**src/rtl/agc_pkg.sv**
```systemverilog
`timescale 1ns / 1ps
// ----------------------------------------------------------------------------
// agc_pkg
// Types and constants shared by the adaptive gain clipper modules.
// ----------------------------------------------------------------------------
package agc_pkg;

    localparam int SAMPLE_W       = 32;
    localparam int MAG_W          = 32;
    localparam int OUT_W          = 16;
    localparam int PEAK_W         = 15;
    localparam int GAIN_W         = 17;
    localparam int FRAC_W         = 16;
    localparam int PROD_W         = MAG_W + GAIN_W;
    localparam int EXCESS_W       = 48;
    localparam int CFG_FRAMES_W   = 13;
    localparam int CFG_RETAIN_W   = 10;
    localparam int CFG_STRENGTH_W = 16;
    localparam int F_W            = CFG_FRAMES_W + 15;
    localparam int ACC_W          = CFG_STRENGTH_W + EXCESS_W;
    localparam int DEN_W          = ACC_W - 8 + 1;
    localparam int REM_W          = F_W + FRAC_W;
    localparam int DSH_W          = DEN_W + FRAC_W;
    localparam int QUO_W          = GAIN_W;
    localparam int ADDR_W         = 4;
    localparam int DATA_W         = 32;

    localparam logic [GAIN_W-1:0]   GAIN_ONE = 17'h10000;
    localparam logic [MAG_W-1:0]    POS_LIMIT = 32'd32767;
    localparam logic [MAG_W-1:0]    NEG_LIMIT = 32'd32768;
    localparam logic [OUT_W-1:0]    OUT_POS_CLIP = 16'h7FFF;
    localparam logic [OUT_W-1:0]    OUT_NEG_CLIP = 16'h8000;
    localparam logic [PEAK_W-1:0]   PEAK_FULL = 15'h7FFF;

    localparam logic [1:0] REG_FRAMES   = 2'd0;
    localparam logic [1:0] REG_RETAIN   = 2'd1;
    localparam logic [1:0] REG_STRENGTH = 2'd2;

    typedef struct packed {
        logic             neg;
        logic [MAG_W-1:0] mag;
        logic             last;
    } t_item;

    typedef struct packed {
        logic [CFG_FRAMES_W-1:0]   frames;
        logic [CFG_RETAIN_W-1:0]   retain;
        logic [CFG_STRENGTH_W-1:0] strength;
    } t_cfg;

    typedef struct packed {
        logic  push;
        logic  pop;
    } t_qctl;

    typedef struct packed {
        logic  full;
        logic  empty;
    } t_qsts;

endpackage

```
**src/rtl/agc_front.sv**
```systemverilog
`timescale 1ns / 1ps
// ----------------------------------------------------------------------------
// agc_front
// Accepts input words, takes sign and magnitude and marks the last word of
// each chunk.
// ----------------------------------------------------------------------------
module agc_front #(
    parameter int WC_W = 13
) (
    input  logic                                   i_clk,
    input  logic                                   i_rst_n,
    input  logic                                   i_valid,
    input  logic signed [agc_pkg::SAMPLE_W-1:0]    i_mixed_sample,
    output logic                                   o_stall,
    input  logic [agc_pkg::CFG_FRAMES_W-1:0]       i_frames,
    input  logic                                   i_full,
    output logic                                   o_push,
    output agc_pkg::t_item                         o_item
);
    import agc_pkg::*;

    localparam int LAST_W = CFG_FRAMES_W + 1;
    localparam int CMP_W  = (WC_W > LAST_W) ? WC_W : LAST_W;

    logic [WC_W-1:0]   r_wc;
    logic [WC_W-1:0]   n_wc;
    logic [LAST_W-1:0] w_last_idx;
    logic              w_is_last;
    logic              w_accept;

    assign w_last_idx = {i_frames, 1'b0} - LAST_W'(1);
    assign w_is_last  = CMP_W'(r_wc) >= CMP_W'(w_last_idx);
    assign w_accept   = i_valid && !i_full;
    assign o_stall    = i_full;
    assign o_push     = w_accept;

    assign o_item.neg  = i_mixed_sample[SAMPLE_W-1];
    assign o_item.mag  = i_mixed_sample[SAMPLE_W-1] ? MAG_W'(-i_mixed_sample)
                                                    : MAG_W'(i_mixed_sample);
    assign o_item.last = w_is_last;

    always_comb begin
        n_wc = r_wc;
        if (w_accept) begin
            n_wc = w_is_last ? '0 : r_wc + WC_W'(1);
        end
    end

    always_ff @(posedge i_clk) begin
        if (!i_rst_n) begin
            r_wc <= '0;
        end else begin
            r_wc <= n_wc;
        end
    end

endmodule

```
**src/rtl/agc_fifo.sv**
```systemverilog
`timescale 1ns / 1ps
// ----------------------------------------------------------------------------
// agc_fifo
// Two-entry queue between the front and back parts.
// ----------------------------------------------------------------------------
module agc_fifo (
    input  logic            i_clk,
    input  logic            i_rst_n,
    input  agc_pkg::t_qctl  i_ctl,
    input  agc_pkg::t_item  i_item,
    output agc_pkg::t_qsts  o_sts,
    output agc_pkg::t_item  o_item
);
    import agc_pkg::*;

    t_item      r_mem [2];
    logic       r_wr;
    logic       r_rd;
    logic [1:0] r_cnt;
    logic       w_push;
    logic       w_pop;

    assign o_sts.full  = (r_cnt == 2'd2);
    assign o_sts.empty = (r_cnt == 2'd0);
    assign w_push      = i_ctl.push && !o_sts.full;
    assign w_pop       = i_ctl.pop && !o_sts.empty;
    assign o_item      = r_mem[r_rd];

    always_ff @(posedge i_clk) begin
        if (w_push) begin
            r_mem[r_wr] <= i_item;
        end
    end

    always_ff @(posedge i_clk) begin
        if (!i_rst_n) begin
            r_wr  <= 1'b0;
            r_rd  <= 1'b0;
            r_cnt <= 2'd0;
        end else begin
            if (w_push) begin
                r_wr <= ~r_wr;
            end
            if (w_pop) begin
                r_rd <= ~r_rd;
            end
            case ({w_push, w_pop})
                2'b10:   r_cnt <= r_cnt + 2'd1;
                2'b01:   r_cnt <= r_cnt - 2'd1;
                default: r_cnt <= r_cnt;
            endcase
        end
    end

endmodule

```
**src/rtl/agc_back.sv**
```systemverilog
`timescale 1ns / 1ps
// ----------------------------------------------------------------------------
// agc_back
// Applies the gain, clips, tracks excess and peak, and runs the chunk-end
// gain update on a sequenced multiplier and a shared restoring divider.
// ----------------------------------------------------------------------------
module agc_back (
    input  logic                                 i_clk,
    input  logic                                 i_rst_n,
    input  agc_pkg::t_cfg                        i_cfg,
    input  agc_pkg::t_qsts                       i_qsts,
    input  agc_pkg::t_item                       i_item,
    output logic                                 o_pop,
    output logic                                 o_valid,
    input  logic                                 i_stall,
    output logic signed [agc_pkg::OUT_W-1:0]     o_clipped_sample,
    output logic                                 o_was_clipped,
    output logic                                 o_chunk_end,
    output logic [agc_pkg::PEAK_W-1:0]           o_chunk_peak,
    output logic [agc_pkg::GAIN_W-1:0]           o_gain_used
);
    import agc_pkg::*;

    localparam logic [2:0] S_IDLE = 3'd0;
    localparam logic [2:0] S_CLIP = 3'd1;
    localparam logic [2:0] S_MULX = 3'd2;
    localparam logic [2:0] S_DEN  = 3'd3;
    localparam logic [2:0] S_DIV  = 3'd4;
    localparam logic [2:0] S_AVG  = 3'd5;
    localparam logic [2:0] S_GAIN = 3'd6;

    logic [2:0]                r_state;
    logic [MAG_W-1:0]          r_pm;
    logic                      r_neg;
    logic                      r_last;
    logic [GAIN_W-1:0]         r_gain;
    logic [GAIN_W-1:0]         r_gain_used;
    logic [EXCESS_W-1:0]       r_excess;
    logic [PEAK_W-1:0]         r_peak;
    logic                      r_ov;
    logic [OUT_W-1:0]          r_out_sample;
    logic                      r_out_clip;
    logic                      r_out_end;
    logic [PEAK_W-1:0]         r_out_peak;
    logic [GAIN_W-1:0]         r_out_gain;
    logic [F_W-1:0]            r_f;
    logic [CFG_STRENGTH_W-1:0] r_str;
    logic [CFG_RETAIN_W-1:0]   r_ret;
    logic [ACC_W-1:0]          r_acc;
    logic [1:0]                r_k;
    logic [DSH_W-1:0]          r_dsh;
    logic [REM_W-1:0]          r_rem;
    logic [QUO_W-1:0]          r_q;
    logic [4:0]                r_cnt;
    logic                      r_phase;

    logic [PROD_W-1:0]         w_prod;
    logic                      w_out_free;
    logic                      w_load;
    logic                      w_pos_clip;
    logic                      w_neg_clip;
    logic [MAG_W-1:0]          w_exc;
    logic [EXCESS_W:0]         w_sum;
    logic [EXCESS_W-1:0]       w_new_excess;
    logic [OUT_W-1:0]          w_sample;
    logic [PEAK_W-1:0]         w_new_peak;
    logic [F_W-1:0]            w_f;
    logic [ACC_W-1:0]          w_pp;
    logic [DEN_W-1:0]          w_den;
    logic                      w_ge;
    logic [REM_W-1:0]          w_avg_num;

    assign w_prod     = i_item.mag * r_gain;
    assign w_out_free = !r_ov || !i_stall;
    assign w_load     = (r_state == S_CLIP) && w_out_free;
    assign o_pop      = (r_state == S_IDLE) && !i_qsts.empty;

    assign w_pos_clip = !r_neg && (r_pm > POS_LIMIT);
    assign w_neg_clip = r_neg && (r_pm > NEG_LIMIT);

    always_comb begin
        w_exc = '0;
        if (w_pos_clip) begin
            w_exc = r_pm - POS_LIMIT;
        end else if (w_neg_clip) begin
            w_exc = r_pm - NEG_LIMIT;
        end
    end

    assign w_sum        = {1'b0, r_excess} + (EXCESS_W + 1)'(w_exc);
    assign w_new_excess = w_sum[EXCESS_W] ? '1 : w_sum[EXCESS_W-1:0];

    always_comb begin
        if (w_pos_clip) begin
            w_sample = OUT_POS_CLIP;
        end else if (w_neg_clip) begin
            w_sample = OUT_NEG_CLIP;
        end else if (r_neg) begin
            w_sample = ~r_pm[OUT_W-1:0] + OUT_W'(1);
        end else begin
            w_sample = r_pm[OUT_W-1:0];
        end
    end

    always_comb begin
        w_new_peak = r_peak;
        if (w_pos_clip) begin
            w_new_peak = PEAK_FULL;
        end else if (!r_neg && (r_pm[PEAK_W-1:0] > r_peak)) begin
            w_new_peak = r_pm[PEAK_W-1:0];
        end
    end

    assign w_f       = {i_cfg.frames, 15'b0} - F_W'(i_cfg.frames);
    assign w_pp      = ACC_W'(r_str * r_excess[{r_k, 4'b0} +: 16]);
    assign w_den     = DEN_W'(r_f) + DEN_W'(r_acc[ACC_W-1:8]);
    assign w_ge      = DSH_W'(r_rem) >= r_dsh;
    assign w_avg_num = REM_W'(r_gain * r_ret) + REM_W'(r_q);

    always_ff @(posedge i_clk) begin
        if (!i_rst_n) begin
            r_state  <= S_IDLE;
            r_gain   <= GAIN_ONE;
            r_excess <= '0;
            r_peak   <= '0;
            r_ov     <= 1'b0;
        end else begin
            if (w_load) begin
                r_ov <= 1'b1;
            end else if (r_ov && !i_stall) begin
                r_ov <= 1'b0;
            end
            case (r_state)
                S_IDLE: begin
                    if (!i_qsts.empty) begin
                        r_pm        <= w_prod[FRAC_W +: MAG_W];
                        r_neg       <= i_item.neg;
                        r_last      <= i_item.last;
                        r_gain_used <= r_gain;
                        r_state     <= S_CLIP;
                    end
                end
                S_CLIP: begin
                    if (w_out_free) begin
                        r_out_sample <= w_sample;
                        r_out_clip   <= w_pos_clip || w_neg_clip;
                        r_out_end    <= r_last;
                        r_out_peak   <= r_last ? w_new_peak : '0;
                        r_out_gain   <= r_gain_used;
                        r_excess     <= w_new_excess;
                        r_peak       <= r_last ? '0 : w_new_peak;
                        if (r_last) begin
                            r_f     <= w_f;
                            r_str   <= i_cfg.strength;
                            r_ret   <= i_cfg.retain;
                            r_acc   <= '0;
                            r_k     <= 2'd2;
                            r_state <= S_MULX;
                        end else begin
                            r_state <= S_IDLE;
                        end
                    end
                end
                S_MULX: begin
                    r_acc <= {r_acc[ACC_W-17:0], 16'b0} + w_pp;
                    r_k   <= r_k - 2'd1;
                    if (r_k == 2'd0) begin
                        r_state <= S_DEN;
                    end
                end
                S_DEN: begin
                    r_dsh    <= {w_den, 16'b0};
                    r_rem    <= {r_f, 16'b0};
                    r_cnt    <= 5'd16;
                    r_phase  <= 1'b0;
                    r_excess <= '0;
                    r_state  <= S_DIV;
                end
                S_DIV: begin
                    if (w_ge) begin
                        r_rem <= r_rem - r_dsh[REM_W-1:0];
                    end
                    r_q   <= {r_q[QUO_W-2:0], w_ge};
                    r_dsh <= r_dsh >> 1;
                    r_cnt <= r_cnt - 5'd1;
                    if (r_cnt == 5'd0) begin
                        r_state <= r_phase ? S_GAIN : S_AVG;
                    end
                end
                S_AVG: begin
                    r_rem   <= w_avg_num;
                    r_dsh   <= {DEN_W'(r_ret) + DEN_W'(1), 16'b0};
                    r_cnt   <= 5'd16;
                    r_phase <= 1'b1;
                    r_state <= S_DIV;
                end
                S_GAIN: begin
                    r_gain  <= (r_q > GAIN_ONE) ? GAIN_ONE : r_q;
                    r_state <= S_IDLE;
                end
                default: begin
                    r_state <= S_IDLE;
                end
            endcase
        end
    end

    assign o_valid          = r_ov;
    assign o_clipped_sample = r_out_sample;
    assign o_was_clipped    = r_out_clip;
    assign o_chunk_end      = r_out_end;
    assign o_chunk_peak     = r_out_peak;
    assign o_gain_used      = r_out_gain;

endmodule

```
**src/rtl/adaptive_gain_clipper.sv**
```systemverilog
`timescale 1ns / 1ps
// ----------------------------------------------------------------------------
// adaptive_gain_clipper
// Applies an adaptive Q1.16 gain to 32-bit audio words and clips to 16 bits.
// ----------------------------------------------------------------------------
// In the back part a word normally passes through the gain multiply and then
// the clip and excess update, and the back part takes no new word until it is
// through with the last one. The last word of a chunk adds the gain update
// (three partial products of strength times excess, then two 17-step passes of
// the shared divider); during that time the two-entry queue fills and input
// transfers stall. Results leave through an output register, so the next word
// can be worked on while a result waits to be taken.
module adaptive_gain_clipper #(
    parameter int MAX_CHUNK_FRAMES = 4096
) (
    input  logic                                 i_clk,
    input  logic                                 i_rst_n,
    input  logic                                 i_valid,
    output logic                                 o_stall,
    input  logic signed [agc_pkg::SAMPLE_W-1:0]  i_mixed_sample,
    output logic                                 o_valid,
    input  logic                                 i_stall,
    output logic signed [agc_pkg::OUT_W-1:0]     o_clipped_sample,
    output logic                                 o_was_clipped,
    output logic                                 o_chunk_end,
    output logic [agc_pkg::PEAK_W-1:0]           o_chunk_peak,
    output logic [agc_pkg::GAIN_W-1:0]           o_gain_used,
    input  logic                                 psel,
    input  logic                                 penable,
    input  logic                                 pwrite,
    input  logic [agc_pkg::ADDR_W-1:0]           paddr,
    input  logic [agc_pkg::DATA_W-1:0]           pwdata,
    output logic [agc_pkg::DATA_W-1:0]           prdata,
    output logic                                 pready
);
    import agc_pkg::*;

    localparam int WC_W = (MAX_CHUNK_FRAMES > 1) ? $clog2(2 * MAX_CHUNK_FRAMES) : 1;

    logic [CFG_FRAMES_W-1:0]   r_frames;
    logic [CFG_RETAIN_W-1:0]   r_retain;
    logic [CFG_STRENGTH_W-1:0] r_strength;
    logic [CFG_FRAMES_W-1:0]   w_eff_frames;
    logic [1:0]                w_index;
    logic                      w_wr;
    t_cfg                      w_cfg;
    t_qctl                     w_qctl;
    t_qsts                     w_qsts;
    t_item                     w_push_item;
    t_item                     w_head_item;
    logic                      w_push;
    logic                      w_pop;

    assign pready  = 1'b1;
    assign w_index = paddr[3:2];
    assign w_wr    = psel && penable && pwrite && pready;

    always_ff @(posedge i_clk) begin
        if (!i_rst_n) begin
            r_frames   <= CFG_FRAMES_W'(1024);
            r_retain   <= CFG_RETAIN_W'(8);
            r_strength <= CFG_STRENGTH_W'(256);
        end else if (w_wr) begin
            case (w_index)
                REG_FRAMES:   r_frames   <= pwdata[CFG_FRAMES_W-1:0];
                REG_RETAIN:   r_retain   <= pwdata[CFG_RETAIN_W-1:0];
                REG_STRENGTH: r_strength <= pwdata[CFG_STRENGTH_W-1:0];
                default:      r_frames   <= r_frames;
            endcase
        end
    end

    always_comb begin
        case (w_index)
            REG_FRAMES:   prdata = DATA_W'(r_frames);
            REG_RETAIN:   prdata = DATA_W'(r_retain);
            REG_STRENGTH: prdata = DATA_W'(r_strength);
            default:      prdata = '0;
        endcase
    end

    always_comb begin
        if (r_frames == '0) begin
            w_eff_frames = CFG_FRAMES_W'(1);
        end else if (32'(r_frames) > 32'(MAX_CHUNK_FRAMES)) begin
            w_eff_frames = CFG_FRAMES_W'(MAX_CHUNK_FRAMES);
        end else begin
            w_eff_frames = r_frames;
        end
    end

    assign w_cfg.frames   = w_eff_frames;
    assign w_cfg.retain   = r_retain;
    assign w_cfg.strength = r_strength;
    assign w_qctl.push    = w_push;
    assign w_qctl.pop     = w_pop;

    agc_front #(
        .WC_W (WC_W)
    ) u_front (
        .i_clk          (i_clk),
        .i_rst_n        (i_rst_n),
        .i_valid        (i_valid),
        .i_mixed_sample (i_mixed_sample),
        .o_stall        (o_stall),
        .i_frames       (w_eff_frames),
        .i_full         (w_qsts.full),
        .o_push         (w_push),
        .o_item         (w_push_item)
    );

    agc_fifo u_fifo (
        .i_clk   (i_clk),
        .i_rst_n (i_rst_n),
        .i_ctl   (w_qctl),
        .i_item  (w_push_item),
        .o_sts   (w_qsts),
        .o_item  (w_head_item)
    );

    agc_back u_back (
        .i_clk            (i_clk),
        .i_rst_n          (i_rst_n),
        .i_cfg            (w_cfg),
        .i_qsts           (w_qsts),
        .i_item           (w_head_item),
        .o_pop            (w_pop),
        .o_valid          (o_valid),
        .i_stall          (i_stall),
        .o_clipped_sample (o_clipped_sample),
        .o_was_clipped    (o_was_clipped),
        .o_chunk_end      (o_chunk_end),
        .o_chunk_peak     (o_chunk_peak),
        .o_gain_used      (o_gain_used)
    );

endmodule

```
**config.mk**
```make
export PLATFORM = sky130hd
export DESIGN_NAME = adaptive_gain_clipper
export DESIGN_NICKNAME = d
export VERILOG_FILES = /design/src/rtl/agc_pkg.sv /design/src/rtl/agc_front.sv /design/src/rtl/agc_fifo.sv /design/src/rtl/agc_back.sv /design/src/rtl/adaptive_gain_clipper.sv
export SDC_FILE = /design/constraint.sdc
export NUM_CORES = 2
export LEC_CHECK = 0
export ABC_AREA = 1
export BUFFER_PORTS_ARGS = -buffer_cell sky130_fd_sc_hd__buf_2
export CAP_MARGIN = 20
export CORE_UTILIZATION = 54
export DETAILED_ROUTE_END_ITERATION = 10
export PLACE_DENSITY = 0.7
export SKIP_LAST_GASP = 1
export SLEW_MARGIN = 20
export SYNTH_ARGS = -nofsm -noshare
export SYNTH_HDL_FRONTEND = slang
export SYNTH_HIERARCHICAL = 1
export SYNTH_SLANG_ARGS = --single-unit
```
**constraint.sdc**
```tcl
create_clock -name i_clk -period 12.98 [get_ports i_clk]
set_input_delay 0.649 -clock i_clk [delete_from_list [all_inputs] [get_ports i_clk]]
set_output_delay 0.649 -clock i_clk [all_outputs]
set_load 0.005 [all_outputs]
```
==> impl_metrics.sql <==
INSERT INTO impl_metrics (metric_group, metric, value, unit) VALUES
('outcome', 'result_of_the_run', 'complete, no violations', ''),
('setup_path', 'cp_slowest_cell', 'sky130_fd_sc_hd__inv_1', ''),
('grt', 'grt_antenna_before_repair', '16', ''),
('floorplan', 'ioPinCount', '160', ''),
('logic_synthesis', 'synth_enable_flop_cells', '429', ''),
('final_layout', 'drive_gt1_share', '5.29', '%'),
('sta', 'finalSetupViolations', '0', ''),
('logic_synthesis', 'syn_area_per_cell', '7.42', 'µm²'),
('logic_synthesis', 'post_synthesis_mux_area_share', '0.699', '%'),
('grt', 'grt_start_max_net_pins', '79', ''),
('logic_synthesis', 'synth_ff_type', 'sky130_fd_sc_hd__edfxtp_1', ''),
('clocking', 'cts-root-buf', 'sky130_fd_sc_hd__clkbuf_16', ''),
('final_layout', 'area.growth.synth_to_final', '5.96', '%'),
('floorplan', 'chipHeight', '364', 'µm'),
('final_layout', 'postLayoutCoreUtil', '57.8', '%'),
('logic_synthesis', 'synth-adder-area-share', '30.3', '%'),
('final_layout', 'fillCellCount', '12400', ''),
('sta', 'timing.fmax', '0.123', 'GHz'),
('logic_synthesis', 'synth-seq-cells', '570', ''),
('sta', 'finalHoldViolCount', '0', ''),
('floorplan', 'core_area', '130000', 'µm²'),
('sta', 'slew_limit_fails', '0', ''),
('setup_path', 'worst-r2r-setup-slack', '4850', 'ps'),
('setup_path', 'cp_data_arrival_time', '8560', 'ps'),
('setup_path', 'timing.critical_path.max_delay_family', 'adder cells', ''),
('place', 'gp_routability_congestion', '1.00', ''),
('logic_synthesis', 'dominant_combinational_cell_family_by_area_after_synthesis', 'adder cells', ''),
('sta', 'worst_clock_skew', '27.1', 'ps'),
('setup_path', 'critical_path.reg2reg.startpoint', 'u_back/r_k[0]$_SDFFCE_PN0P_', ''),
('detailed_routing', 'post_drt_via_cell_ratio', '5.55', ''),
('grt', 'globalRouteTotalUtil', '34.5', '%'),
('clocking', 'cts.path.max_buffers', '3', ''),
('floorplan', 'dieArea', '133000', 'µm²'),
('logic_synthesis', 'synth_cell_types', '69', ''),
('detailed_routing', 'avgRoutedWirePerCell', '20.0', 'µm'),
('floorplan', 'fp-row-count', '132', ''),
('final_layout', 'layoutNonFillerInstCount', '11300', ''),
('final_layout', 'layout.cells.most_common_list', '2568 x sky130_fd_sc_hd__nand2_1, 2013 x sky130_fd_sc_hd__inv_1, 876 x sky130_fd_sc_hd__nor2_1', ''),
('clocking', 'htree_num_levels', '3', ''),
('setup_path', 'critical_path.max_stage_delay', '740', 'ps'),
('power_and_ir_drop', 'total_power', '9.55', 'mW'),
('setup_path', 'reg2reg_depth', '25', ''),
('hold_path', 'worstHoldPathType', 'in -> reg', ''),
('detailed_routing', 'routed_wl', '226', 'mm'),
('detailed_routing', 'drc', '0', ''),
('final_layout', 'multi_input_comb_area', '46100', 'µm²'),
('logic_synthesis', 'netlist_area', '70900', 'µm²'),
('sta', 'final.setup.tns', '0', 'ps'),
('detailed_routing', 'first_pass_iters', '8', ''),
('setup_path', 'worst_setup_path_start_kind', 'flop', ''),
('sta', 'timing.hold.ws', '232', 'ps'),
('clocking', 'worstSkewPairLatency', '680', 'ps'),
('logic_synthesis', 'synth-warning-count', '6', ''),
('setup_path', 'crit_fanout', '32', ''),
('logic_synthesis', 'post_synth_and_or_nand_nor_area_fraction', '24.6', '%'),
('setup_path', 'cp.buffers_inverters', '6', ''),
('logic_synthesis', 'post_synth_inst_count', '9561', ''),
('sta', 'layout_min_cycle_time', '8130', 'ps'),
('hold_path', 'timing.hold.worst_endpoint', 'r_frames[11]$_SDFFE_PN0P_', ''),
('setup_path', 'worst_r2r_endpoint', 'u_back/r_acc[54]$_SDFFCE_PN0P_', ''),
('detailed_routing', 'drt_iter0_markers', '6138', ''),
('hold_path', 'worstHoldPathCells', '3', ''),
('place', 'hpwlAfterDp', '180', 'mm'),
('sta', 'grt_setup_unrepaired', 'false', ''),
('clocking', 'cts.reportedPaths.clkPinSlew', '60', 'ps'),
('logic_synthesis', 'ys_seq_area_share', '22.1', '%'),
('logic_synthesis', 'synthXorXnorAreaFrac', '1.65', '%'),
('clocking', 'total_number_of_clock_tree_sinks', '570', ''),
('hold_path', 'hold_path_startpoint', 'pwdata[11]', ''),
('logic_synthesis', 'postSynth.asyncResetShare', '0', '%'),
('place', 'dp.cells', '11200', '');
## where the power goes
part / total [mW] / internal [mW] / switching (mW)
Sequential: 2.63 / 2.34 / 0.290
Clock: 2.08 / 1.19 / 0.896
Combinational: 4.84 / 1.47 / 3.37
Total: 9.55 / 4.99 / 4.55
## sequential cells by signal (all words and copies together), names as in the netlist, 17 cells and up, named ones only
signal / count
u_back/o_gain_used: 17
u_back/r_gain: 17
u_fifo/r_mem: 68
u_back/r_acc: 64
u_back/r_gain_used: 17
u_back/r_rem: 44
u_back/r_excess: 48
u_back/r_q: 17
u_back/r_f: 28
u_back/r_pm: 32
u_back/r_dsh: 73
## through the flow
step	setup WS [ps]	cell area [µm²]
after floorplan	6760	71000
after global placement	5060	72700
after detailed placement	5030	72700
after CTS	5040	75100
after global routing	4370	75100
final	4850	75100
## final cells by class
class	instances	share of cell area [%]
clock inverters	42	0.493
flip-flops and latches	570	20.9
multi-input cells	6633	61.3
inverters	2048	10.2
well taps	1742	2.90
clock buffers	90	2.71
diodes	13	0.0433
repair buffers	176	1.35
## layer usage
metal | part of all wire, % | track usage [%]
met1 | 43 | 48.0
met2 | 43 | 52.5
met3 | 11 | 7.64
met4 | 3.6 | 12.9
met5 | 0 | 0
## worst reg2reg max path, cell delays in order, from the launching register on
cell and delay (ps):
sky130_fd_sc_hd__edfxtp_1 430, sky130_fd_sc_hd__inv_1 740, sky130_fd_sc_hd__a21oi_1 190, sky130_fd_sc_hd__o21ai_0 200
sky130_fd_sc_hd__o21ai_0 410, sky130_fd_sc_hd__inv_1 550, sky130_fd_sc_hd__nor2_1 140, sky130_fd_sc_hd__fa_1 550
sky130_fd_sc_hd__inv_1 50, sky130_fd_sc_hd__fa_1 500, sky130_fd_sc_hd__fa_1 530, sky130_fd_sc_hd__inv_1 50
sky130_fd_sc_hd__fa_1 460, sky130_fd_sc_hd__fa_1 540, sky130_fd_sc_hd__inv_1 50, sky130_fd_sc_hd__fa_1 620
sky130_fd_sc_hd__inv_1 70, sky130_fd_sc_hd__ha_1 360, sky130_fd_sc_hd__a21oi_1 260, sky130_fd_sc_hd__o21ai_0 180
sky130_fd_sc_hd__a21oi_1 260, sky130_fd_sc_hd__nand3_1 190, sky130_fd_sc_hd__nand2_1 100, sky130_fd_sc_hd__nand2_1 190
sky130_fd_sc_hd__o21ai_0 220, sky130_fd_sc_hd__nor2_1 60
## worst max path at each step
stage | to | startpoint | slack (ps) | cells past startpoint
after floorplan | u_back/r_pm[21]$_DFFE_PP_ | flop | 6760 | 27
after global placement | u_back/r_acc[36]$_SDFFCE_PN0P_ | u_back/r_k[0]$_SDFFCE_PN0P_ | 5060 | 27
after detailed placement | u_back/r_acc[62]$_SDFFCE_PN0P_ | u_back/r_k[0]$_SDFFCE_PN0P_ | 5030 | 28
after CTS | u_back/r_acc[62]$_SDFFCE_PN0P_ | u_back/r_k[0]$_SDFFCE_PN0P_ | 5040 | 28
after global routing | u_back/r_acc[62]$_SDFFCE_PN0P_ | u_back/r_k[0]$_SDFFCE_PN0P_ | 4370 | 28
final | u_back/r_acc[54]$_SDFFCE_PN0P_ | u_back/r_k[0]$_SDFFCE_PN0P_ | 4850 | 25
## kinds of logic (layout without fill, tap and decap cells)
family          Yosys count  in the layout
mux                      34             34
flops                   570            570
buf+inv                2373           2356
fa+ha+maj              1243           1243
other cells               2             30
compound gates          975            975
xor+xnor                134            134
simple gates           4230           4230
## synthesized netlist by cell type (10+ instances only)
library cell | number | area (µm²)
sky130_fd_sc_hd__nor3_1 | 89 | 445
sky130_fd_sc_hd__nand2_1 | 2570 | 9650
sky130_fd_sc_hd__fa_1 | 795 | 15900
sky130_fd_sc_hd__buf_6 | 10 | 113
sky130_fd_sc_hd__buf_2 | 42 | 210
sky130_fd_sc_hd__dfxtp_1 | 141 | 2820
sky130_fd_sc_hd__inv_1 | 2015 | 7560
sky130_fd_sc_hd__nand3_1 | 403 | 2020
sky130_fd_sc_hd__or2_2 | 20 | 125
sky130_fd_sc_hd__o21bai_1 | 29 | 218
sky130_fd_sc_hd__o21ai_1 | 46 | 230
sky130_fd_sc_hd__nor2_1 | 881 | 3310
sky130_fd_sc_hd__o21ai_0 | 357 | 1790
sky130_fd_sc_hd__o21a_1 | 14 | 105
sky130_fd_sc_hd__nand4_1 | 123 | 769
sky130_fd_sc_hd__a21o_1 | 14 | 105
sky130_fd_sc_hd__xor2_1 | 108 | 946
sky130_fd_sc_hd__buf_1 | 25 | 93.8
sky130_fd_sc_hd__mux2_4 | 30 | 450
sky130_fd_sc_hd__nor2_2 | 25 | 156
sky130_fd_sc_hd__a21oi_1 | 404 | 2020
sky130_fd_sc_hd__o22ai_1 | 10 | 62.6
sky130_fd_sc_hd__ha_1 | 448 | 5610
sky130_fd_sc_hd__o211ai_1 | 20 | 150
sky130_fd_sc_hd__nor4_1 | 21 | 131
sky130_fd_sc_hd__nand3b_1 | 27 | 203
sky130_fd_sc_hd__a31oi_1 | 23 | 144
sky130_fd_sc_hd__o21ai_2 | 20 | 175
sky130_fd_sc_hd__clkbuf_1 | 211 | 792
sky130_fd_sc_hd__xnor2_1 | 26 | 228
sky130_fd_sc_hd__nor2_4 | 10 | 113
sky130_fd_sc_hd__inv_2 | 24 | 90.1
sky130_fd_sc_hd__buf_4 | 29 | 218
sky130_fd_sc_hd__nand2_2 | 17 | 106
sky130_fd_sc_hd__edfxtp_1 | 429 | 12900
No activity file was read; power rests on OpenSTA's default activity.
